### src/acc_cpu_pkg.sv
// Shared constants, opcodes and controller/datapath interface types.
`timescale 1ns / 1ps
package acc_cpu_pkg;

    localparam int ADDR_BITS_DEF = 12;
    localparam int ITEM_ADDR_W   = 12;
    localparam int WORD_W        = 16;
    localparam int OPC_W         = 4;
    localparam int MODE_W        = 2;

    localparam logic [MODE_W-1:0] MODE_WRITE   = 2'd0;
    localparam logic [MODE_W-1:0] MODE_READ    = 2'd1;
    localparam logic [MODE_W-1:0] MODE_STEP    = 2'd2;
    localparam logic [MODE_W-1:0] MODE_RESTART = 2'd3;

    localparam logic [OPC_W-1:0] OP_HALT  = 4'd0;
    localparam logic [OPC_W-1:0] OP_LOAD  = 4'd1;
    localparam logic [OPC_W-1:0] OP_STORE = 4'd2;
    localparam logic [OPC_W-1:0] OP_ADD   = 4'd5;
    localparam logic [OPC_W-1:0] OP_SUB   = 4'd6;
    localparam logic [OPC_W-1:0] OP_JMP   = 4'd7;
    localparam logic [OPC_W-1:0] OP_JNEG  = 4'd8;

    localparam logic [1:0] ASEL_ITEM = 2'd0;
    localparam logic [1:0] ASEL_PC   = 2'd1;
    localparam logic [1:0] ASEL_OPND = 2'd2;

    typedef struct packed {
        logic       load_item;
        logic [1:0] asel;
        logic       wr_item;
        logic       cap_read;
        logic       cap_instr;
        logic       exec;
        logic       restart;
        logic       reply;
    } t_cmd;

    typedef struct packed {
        logic [MODE_W-1:0] mode;
        logic              halted;
    } t_status;

endpackage

### src/acc_cpu_ctrl.sv
// Controller state machine sequencing memory accesses and instruction execution.
`timescale 1ns / 1ps
module acc_cpu_ctrl (
    input  logic                 i_clk,
    input  logic                 i_rst_n,
    input  logic                 i_start,
    input  acc_cpu_pkg::t_status i_status,
    output acc_cpu_pkg::t_cmd    o_cmd,
    output logic                 o_busy
);

    localparam logic [2:0] S_IDLE   = 3'd0;
    localparam logic [2:0] S_ACCESS = 3'd1;
    localparam logic [2:0] S_DECODE = 3'd2;
    localparam logic [2:0] S_EXEC   = 3'd3;
    localparam logic [2:0] S_REPLY  = 3'd4;

    logic [2:0] r_state;
    logic [2:0] n_state;

    always_ff @(posedge i_clk) begin
        if (!i_rst_n) begin
            r_state <= S_IDLE;
        end else begin
            r_state <= n_state;
        end
    end

    always_comb begin
        n_state = r_state;
        o_cmd   = '0;
        o_cmd.asel = acc_cpu_pkg::ASEL_ITEM;
        case (r_state)
            S_IDLE: begin
                if (i_start) begin
                    o_cmd.load_item = 1'b1;
                    n_state = S_ACCESS;
                end
            end
            S_ACCESS: begin
                case (i_status.mode)
                    acc_cpu_pkg::MODE_WRITE: begin
                        o_cmd.wr_item = 1'b1;
                        n_state = S_REPLY;
                    end
                    acc_cpu_pkg::MODE_READ: begin
                        n_state = S_DECODE;
                    end
                    acc_cpu_pkg::MODE_STEP: begin
                        o_cmd.asel = acc_cpu_pkg::ASEL_PC;
                        n_state = i_status.halted ? S_REPLY : S_DECODE;
                    end
                    default: begin
                        o_cmd.restart = 1'b1;
                        n_state = S_REPLY;
                    end
                endcase
            end
            S_DECODE: begin
                if (i_status.mode == acc_cpu_pkg::MODE_READ) begin
                    o_cmd.cap_read = 1'b1;
                    n_state = S_REPLY;
                end else begin
                    o_cmd.cap_instr = 1'b1;
                    o_cmd.asel = acc_cpu_pkg::ASEL_OPND;
                    n_state = S_EXEC;
                end
            end
            S_EXEC: begin
                o_cmd.exec = 1'b1;
                n_state = S_REPLY;
            end
            S_REPLY: begin
                o_cmd.reply = 1'b1;
                n_state = S_IDLE;
            end
            default: begin
                n_state = S_IDLE;
            end
        endcase
    end

    assign o_busy = (r_state != S_IDLE);

endmodule

### config.mk
export PLATFORM = sky130hd
export DESIGN_NAME = acc_cpu_ctrl
export DESIGN_NICKNAME = d
export VERILOG_FILES = /design/src/acc_cpu_pkg.sv /design/src/acc_cpu_ctrl.sv
export SDC_FILE = /design/constraint.sdc
export NUM_CORES = 1
export LEC_CHECK = 0
export ABC_CLOCK_PERIOD_IN_PS = 3400
export BUFFER_PORTS_ARGS = -buffer_cell sky130_fd_sc_hd__buf_2
export CAP_MARGIN = 5
export CORE_AREA = 3 3 40 42
export DETAILED_ROUTE_END_ITERATION = 10
export DIE_AREA = 0 0 43 45
export MAX_ROUTING_LAYER = met4
export PLACE_DENSITY_LB_ADDON = 0.3
export SLEW_MARGIN = 20
export SYNTH_ARGS = -nofsm -noshare
export SYNTH_HDL_FRONTEND = slang
export SYNTH_SLANG_ARGS = --single-unit
### constraint.sdc
create_clock -name i_clk -period 3.4 [get_ports i_clk]
set_input_delay 0.68 -clock i_clk [delete_from_list [all_inputs] [get_ports i_clk]]
set_output_delay 0.68 -clock i_clk [all_outputs]
set_load 0.02 [all_outputs]
==> impl_metrics.toml <==
[global_route]
antenna_found_initial = 0
grt_pass1_vias = 244
grt_first_pass_wirelength_um = 1007
grtUsageTotal = 0.07798
grt_max_degree = 8
grt-ovfl-total = 0

[worst_setup_path]
worstSetupEndpointType = "output pin"
cp-start-kind = "primary input"
path_cells = "buf_2 > inv_1 > ha_1 > or3_4 > inv_1 > buf_2"
crit_buf_inv = 4
crit_path_top_delay_cell = "or3_4"
cp_max_fo = 5
critPathArrivalTime_ps = 1700
worstPathRequired_ps = 2720
cp_top_family = "buffers and inverters"
timing_worst_setup_path_type = "primary input to output pin"
cpPeakStageDelay_ps = 390

[logic_synthesis]
ys_ff_latch = 3
synthDistinctLibCells = 19
ys_seq_area_frac = 0.2025
syn_inst = 36
synth_area_um2 = 296.5
yosys_warnings = 0
synth_nets = 47
postSynthAreaPerCell_um2 = 8.237

[clock_tree]
post_cts_buffers = 0
hold_buffers = 0
numClockSinks = 3
clk_pin_slew_ps = 40
clock_path_buffers = 2
cts-root-buf = "clkbuf_4"
cts_buffers = 3
clkLatencyLatePin_ps = 240
post_cts_resized = 0
cts_tree = "done"
htree_levels = 1

[drt]
wl_per_cell_um = 8.232
drt-total-wl_um = 568
first_iter_violations = 1
ant_nets = 0
drt-pass1-iter-count = 2
drc_errors = 0
num_vias = 276
viasPerCell = 4.000

[floorplan]
io_pins = 16
core_um2 = 1285
die_area_um2 = 1935
dieWidth_um = 43
rows = 13
start_util = 0.2308
die_h_um = 45

[timing]
fin_tns_setup_ps = 0
min_period_over_period = 0.6991
relSlewSlack = 0.8472
setup_viol = 0
rsz0062_at_grt = "false"
fmax_ghz = 0.4207
period_minus_slack_ps = 2377
finalHoldViolCount = 0
tightest_slew_ps = 228.2
drv_slew = 0
fin_skew_ps = 4.644

[layout]
largest_register_ffs = 3
reg.largest.list = "r_state (3)"
nets = 66
area_growth_pct = 37.97
final_util = 0.3184
largest-register = "r_state"
drive_gt1_frac = 0.4259
diodes = 0

[placement]
dp_hpwl_um = 470.8
port_buffers = 15
gp_congestion = 0.6868

[run_status]
status = "finished, final reports clean"

[power_and_ir_drop]
peakVddDrop_v = 0.0002061
combPwrFrac = 0.243
p_per_area_nw_per_um2 = 335.5
p_leak_nw = 0.2397
power_frac_seq = 0.295
p_int_w = 0.00009629
swShare = 0.2984
p_sw_w = 0.00004096
clockPowerShare = 0.462

[hold_path]
hp-class = "flop to flop"

[job]
drv_cap = 0
## cells in the mapped netlist
cell,count,area (µm²)
ha_1,5,62.56
inv_1,5,18.77
a21oi_1,3,15.01
and2_1,3,18.77
dfxtp_1,3,60.06
nor2b_1,3,18.77
nor2_1,2,7.510
and3_2,1,7.510
and3b_1,1,8.760
buf_4,1,7.510
nand2b_1,1,6.260
nor3b_1,1,7.510
nor3b_2,1,12.51
o211ai_1,1,7.510
o21ai_0,1,5.000
o21bai_1,1,7.510
or2_2,1,6.260
or3_2,1,7.510
or3_4,1,11.26
## area by class of cell
| class | instances | area, µm² |
|---|---|---|
| inverter | 5 | 18.77 |
| clock buffer | 4 | 26.28 |
| tap | 15 | 18.77 |
| fill | 144 | 875.8 |
| multi-input combinational | 27 | 210.2 |
| sequential | 3 | 60.06 |
| timing repair buffer | 15 | 75.07 |
## through the flow
stage                     hold WS, ps  cells  total power [W]  setup WS [ps]  cell area [µm²]
final                           654.6     69        0.0001373           1023            409.1
after global routing            699.9     69        0.0001495          938.1            409.1
after CTS                       657.8     69        0.0001406           1018            409.1
after detailed placement        655.7     65       0.00007493           1021            382.9
after global placement          678.1     65       0.00007523           1028            382.9
after floorplan                 596.7     36       0.00006341           1083            296.5
## power by group through the flow
stage / Sequential (W) / Combinational [W] / Clock, W
after global placement: 0.0000411 / 0.0000341 / 0
after floorplan: 0.0000402 / 0.0000232 / 0
final: 0.0000405 / 0.0000334 / 0.0000634
after detailed placement: 0.0000410 / 0.0000339 / 0
after global routing: 0.0000410 / 0.0000382 / 0.0000703
after CTS: 0.0000404 / 0.0000340 / 0.0000662
## path summary, 6_finish.rpt
path	from	endpoint	slack, ps	depth (start not counted)
min	r_state[2]$_SDFFE_PN0P_	r_state[1]$_SDFFE_PN0P_	650	3
max	i_status[2]	o_cmd[7]	1020	6
max reg2reg	r_state[0]$_SDFFE_PN0P_	r_state[0]$_SDFFE_PN0P_	2320	3
min reg2reg	r_state[2]$_SDFFE_PN0P_	r_state[1]$_SDFFE_PN0P_	650	3
## worst min-delay path, stage by stage (launching register included)
cell,delay [ps]
dfxtp_1,380
nor2b_1,80
o21ai_0,100
a21oi_1,50
## cells in the final DEF, fill, tap and decap left out, drive strengths merged, types with 2 or more instances in the layout
cell type  netlist  final
dfxtp            3      3
or3              2      2
and2             3      3
nor3b            2      2
clkbuf           0      4
a21oi            3      3
nor2b            3      3
ha               5      5
nor2             2      2
buf              1     15
inv              5      5
## layer usage
layer  wire length (µm)  GRT usage  vias to the layer above
met5                  0          -                        -
met4                  0    0.01807                        0
met3                 67    0.07570                        0
met2                266    0.08982                        8
met1                234    0.09375                      117
li1                   -          -                      151
## cell families after synthesis
group,Yosys count,share of synthesized area
AOI/OAI and AO/OA,6,0.1181
adders and majority gates,5,0.2110
buffers and inverters,6,0.08862
DFF,3,0.2025
and+or+nand+nor,16,0.3798
Note: power is estimated with default switching activity, not from simulation.
